File: config.mk
export PLATFORM = sky130hd
export DESIGN_NAME = ili_cell
export DESIGN_NICKNAME = d
export VERILOG_FILES = /design/src/hdl/ili_pkg.sv /design/src/hdl/ili_cell.sv
export SDC_FILE = /design/constraint.sdc
export NUM_CORES = 1
export LEC_CHECK = 0
export BUFFER_PORTS_ARGS = -buffer_cell sky130_fd_sc_hd__buf_4
export CAP_MARGIN = 20
export CORE_MARGIN = 10
export CORE_UTILIZATION = 43
export CTS_CLUSTER_DIAMETER = 50
export DETAILED_ROUTE_END_ITERATION = 8
export HOLD_SLACK_MARGIN = 0.12
export MAX_ROUTING_LAYER = met4
export PLACE_DENSITY = 0.86
export SYNTH_ARGS = -nofsm -noshare
export SYNTH_HDL_FRONTEND = slang
export SYNTH_SLANG_ARGS = --single-unit
File: constraint.sdc
create_clock -name clk -period 6.4 [get_ports clk]
set_clock_uncertainty 0.2 [all_clocks]
set_input_delay 0.64 -clock clk [delete_from_list [all_inputs] [get_ports clk]]
set_output_delay 0.64 -clock clk [all_outputs]
set_load 0.01 [all_outputs]
File: src/hdl/ili_pkg.sv
// ----------------------------------------------------------------------------
// Indexed list package
// Shared constants, operation and status codes, and the cell command type.
// ----------------------------------------------------------------------------
package ili_pkg;

    // List size and derived widths.
    localparam int CAPACITY  = 64;
    localparam int IDX_W     = $clog2(CAPACITY);
    localparam int CNT_W     = 7;
    localparam int VAL_W     = 32;
    localparam int FUNC_W    = 3;
    localparam int STAT_W    = 2;

    // Read selection is split into groups of up to eight cells.
    localparam int SUB_W     = (IDX_W < 3) ? IDX_W : 3;
    localparam int GRP_SIZE  = 1 << SUB_W;
    localparam int NUM_GRP   = (CAPACITY + GRP_SIZE - 1) / GRP_SIZE;
    localparam int GRP_W     = (IDX_W > SUB_W) ? (IDX_W - SUB_W) : 1;

    // Stream word widths, padded to whole bytes.
    localparam int IN_BITS   = FUNC_W + CNT_W + VAL_W;
    localparam int IN_DW     = ((IN_BITS + 7) / 8) * 8;
    localparam int OUT_BITS  = VAL_W + STAT_W + CNT_W;
    localparam int OUT_DW    = ((OUT_BITS + 7) / 8) * 8;

    // Operation codes.
    localparam logic [FUNC_W-1:0] OP_READ = 3'd0;
    localparam logic [FUNC_W-1:0] OP_HEAD = 3'd1;
    localparam logic [FUNC_W-1:0] OP_TAIL = 3'd2;
    localparam logic [FUNC_W-1:0] OP_AT   = 3'd3;
    localparam logic [FUNC_W-1:0] OP_DEL  = 3'd4;

    // Status codes.
    localparam logic [STAT_W-1:0] ST_OK    = 2'd0;
    localparam logic [STAT_W-1:0] ST_RANGE = 2'd1;
    localparam logic [STAT_W-1:0] ST_FULL  = 2'd2;

    // Command broadcast to every cell of the row.
    typedef struct packed {
        logic             ins;
        logic             del;
        logic [CNT_W-1:0] pos;
        logic [VAL_W-1:0] value;
    } cell_cmd_t;

endpackage

File: src/hdl/ili_cell.sv
// ----------------------------------------------------------------------------
// Indexed list cell
// Holds one entry; loads, takes a neighbour's entry or holds on each command.
// ----------------------------------------------------------------------------
module ili_cell (
    input  logic                      clk,
    input  logic [ili_pkg::IDX_W-1:0] cell_idx,
    input  ili_pkg::cell_cmd_t        cmd,
    input  logic [ili_pkg::VAL_W-1:0] lower_entry,
    input  logic [ili_pkg::VAL_W-1:0] upper_entry,
    output logic [ili_pkg::VAL_W-1:0] entry
);
    import ili_pkg::*;

    logic [VAL_W-1:0] entry_reg;
    logic [VAL_W-1:0] entry_next;
    logic [CNT_W-1:0] idx_ext;

    assign idx_ext = CNT_W'(cell_idx);

    // Insert moves entries above the position up; delete pulls them down.
    always_comb
    begin
        entry_next = entry_reg;
        if (cmd.ins && idx_ext == cmd.pos)
        begin
            entry_next = cmd.value;
        end
        else if (cmd.ins && idx_ext > cmd.pos)
        begin
            entry_next = lower_entry;
        end
        else if (cmd.del && idx_ext >= cmd.pos)
        begin
            entry_next = upper_entry;
        end
    end

    always_ff @(posedge clk)
    begin
        entry_reg <= entry_next;
    end

    assign entry = entry_reg;

endmodule

==> results.cfg <==
[floorplanning]
io_pins = 144
start_util = 0.457
die_h_um = 85.9
die-area_um2 = 7370
placementRows = 23
die_w_um = 85.9
coreArea_um2 = 4090

[clocking]
cts_root_buffer = clkbuf_8
cts.repair.resized = 0
cts_buffers = 5
path_clk_slew_ps = 70
cts_sinks = 32
cts_setup_buffers = 0
cts_hold_buf = 0
htree_levels = 2
clk_path_buf_depth = 2
cts_tree = done

[power_and_ir_drop]
power_density_nw_per_um2 = 183
vdd.ir_drop.worst_v = 0.0000942
power.leakage_nw = 1.30

[sta]
setup_violations = 0
fmax_mhz = 354
rsz0062_at_grt = no
timing.hold.ws_ps = 494
hold_violations = 0
min_period_ps = 2820
tightest_slew_ps = 1080
period_share = 0.441
finalSetupTns_ps = 0
slew_headroom = 0.283
slew_violations = 0

[status]
status = complete, no violations

[drt]
routed_wl_mm = 6.81
vias = 1725
drc = 0
dr.pass1.iters = 4
dr.first_iter.drc_count = 42
routedWlPerCell_um = 20.9
final_antenna_net_count = 0
viasPerCell = 5.29

[critical_path]
cp.arrival_ps = 2750
required_ps = 6330
end_kind = register
crit_type = input port to register
start_kind = input port
path_max_fanout = 32

[placement]
io_buffers = 143
gp_congestion = 0.782
dp_hpwl_mm = 5.50

[synth]
ys_seq_area_frac = 0.515
yosysTopAreaCellShare = 0.515
synthDistinctLibCells = 25
synth_seq_cells = 32
netlist.top_cell.by_area = edfxtp_1
synth_nets = 251
syn_avg_cell_area_um2 = 14.0
synth_area_um2 = 1870
synth_warnings = 0
synth_area_leaders = edfxtp_1 52%, o221a_1 16%, nand2b_1 8.4%
synth_cells = 133

[cells_and_area]
diodes = 0
final_nets = 394
syn_to_final_growth_pct = 64.8
drive_above_1_share = 0.591
largest_reg_flops = 32

[global_routing]
grt_max_degree = 33
antenna_found_initial = 0
grt_pass1_vias = 1938
grt_use_total = 0.182
grt_first_pass_wirelength_mm = 10.3
grt_overflow = 0

[run]
maxCapViolCount = 0

[worst_hold_path]
hold_class = input port to register
[cells by family after synthesis]
logic type / after synthesis / share of synthesized area
and+or+nand+nor: 40 / 0.147
AOI/OAI and AO/OA: 39 / 0.240
DFF: 32 / 0.515
buffers and inverters: 16 / 0.0577
adders and majority gates: 6 / 0.0402
[worst max-delay path, cell delays in order]
cell and delay (ps):
buf_4 110, ha_1 310, nand4b_2 190, or2_4 320
a31oi_4 830, o221a_1 340
[per-stage QoR]
stage,instances,util,setup slack [ps],instance area (um2),total power [mW]
2_1_floorplan,133,-,2600,1870,0.330
3_3_place_gp,317,0.720,3310,2940,0.418
3_5_place_dp,317,0.720,3240,2940,0.424
4_1_cts,324,0.739,3530,3020,0.564
5_1_grt,326,0.752,3430,3070,0.589
6_report,326,0.752,3580,3070,0.563
[routing by layer]
layer	vias up	GRT usage	part of all wire
met2	86	0.327	0.52
li1	820	-	-
met1	812	0.188	0.39
met3	7	0.0558	0.074
met5	-	-	0
met4	0	0.0464	0.012
[cell usage in the layout, fill, tap and decap left out, types with 3 or more instances in the layout]
cell type  instances
buf_4            143
nand2b_1          25
clkbuf_8           5
or2b_1             7
edfxtp_1          32
o221a_4            3
o221a_1           27
ha_1               6
inv_1              7
[path summary, 6_finish.rpt]
path	start	to	slack (ps)	cells after the start
worst min-delay path	lower_entry[5]	entry[5]	490	2
worst max-delay path	cell_idx[5]	entry[27]	3580	6
[report_power, final]
group / switching, mW / internal (mW)
combinational: 0.0593 / 0.0954
clock: 0.0690 / 0.0738
sequential: 0.00630 / 0.259
[cells in the mapped netlist]
| library cell | instances |
|---|---|
| edfxtp_1 | 32 |
| o221a_1 | 27 |
| nand2b_1 | 25 |
| inv_1 | 7 |
| or2b_1 | 7 |
| buf_6 | 6 |
| ha_1 | 6 |
| o221a_4 | 3 |
| buf_2 | 2 |
| nor2_1 | 2 |
| o221a_2 | 2 |
| a211oi_1 | 1 |
| a21o_1 | 1 |
| a21o_2 | 1 |
| a21oi_1 | 1 |
| a31oi_1 | 1 |
| a31oi_4 | 1 |
| clkbuf_1 | 1 |
| nand3_1 | 1 |
| nand3b_1 | 1 |
| nand4b_2 | 1 |
| nor3_2 | 1 |
| o21ai_0 | 1 |
| or2_4 | 1 |
| or3_4 | 1 |
[layout make-up]
cell class / count / area (um2)
inverter: 7 / 26.3
multi-input combinational: 85 / 818
clock buffer: 6 / 72.6
tap: 50 / 62.6
fill: 289 / 1010
timing repair buffer: 145 / 1130
clock inverter: 1 / 5.00
sequential: 32 / 961
No activity file was read; power rests on OpenSTA's default activity.
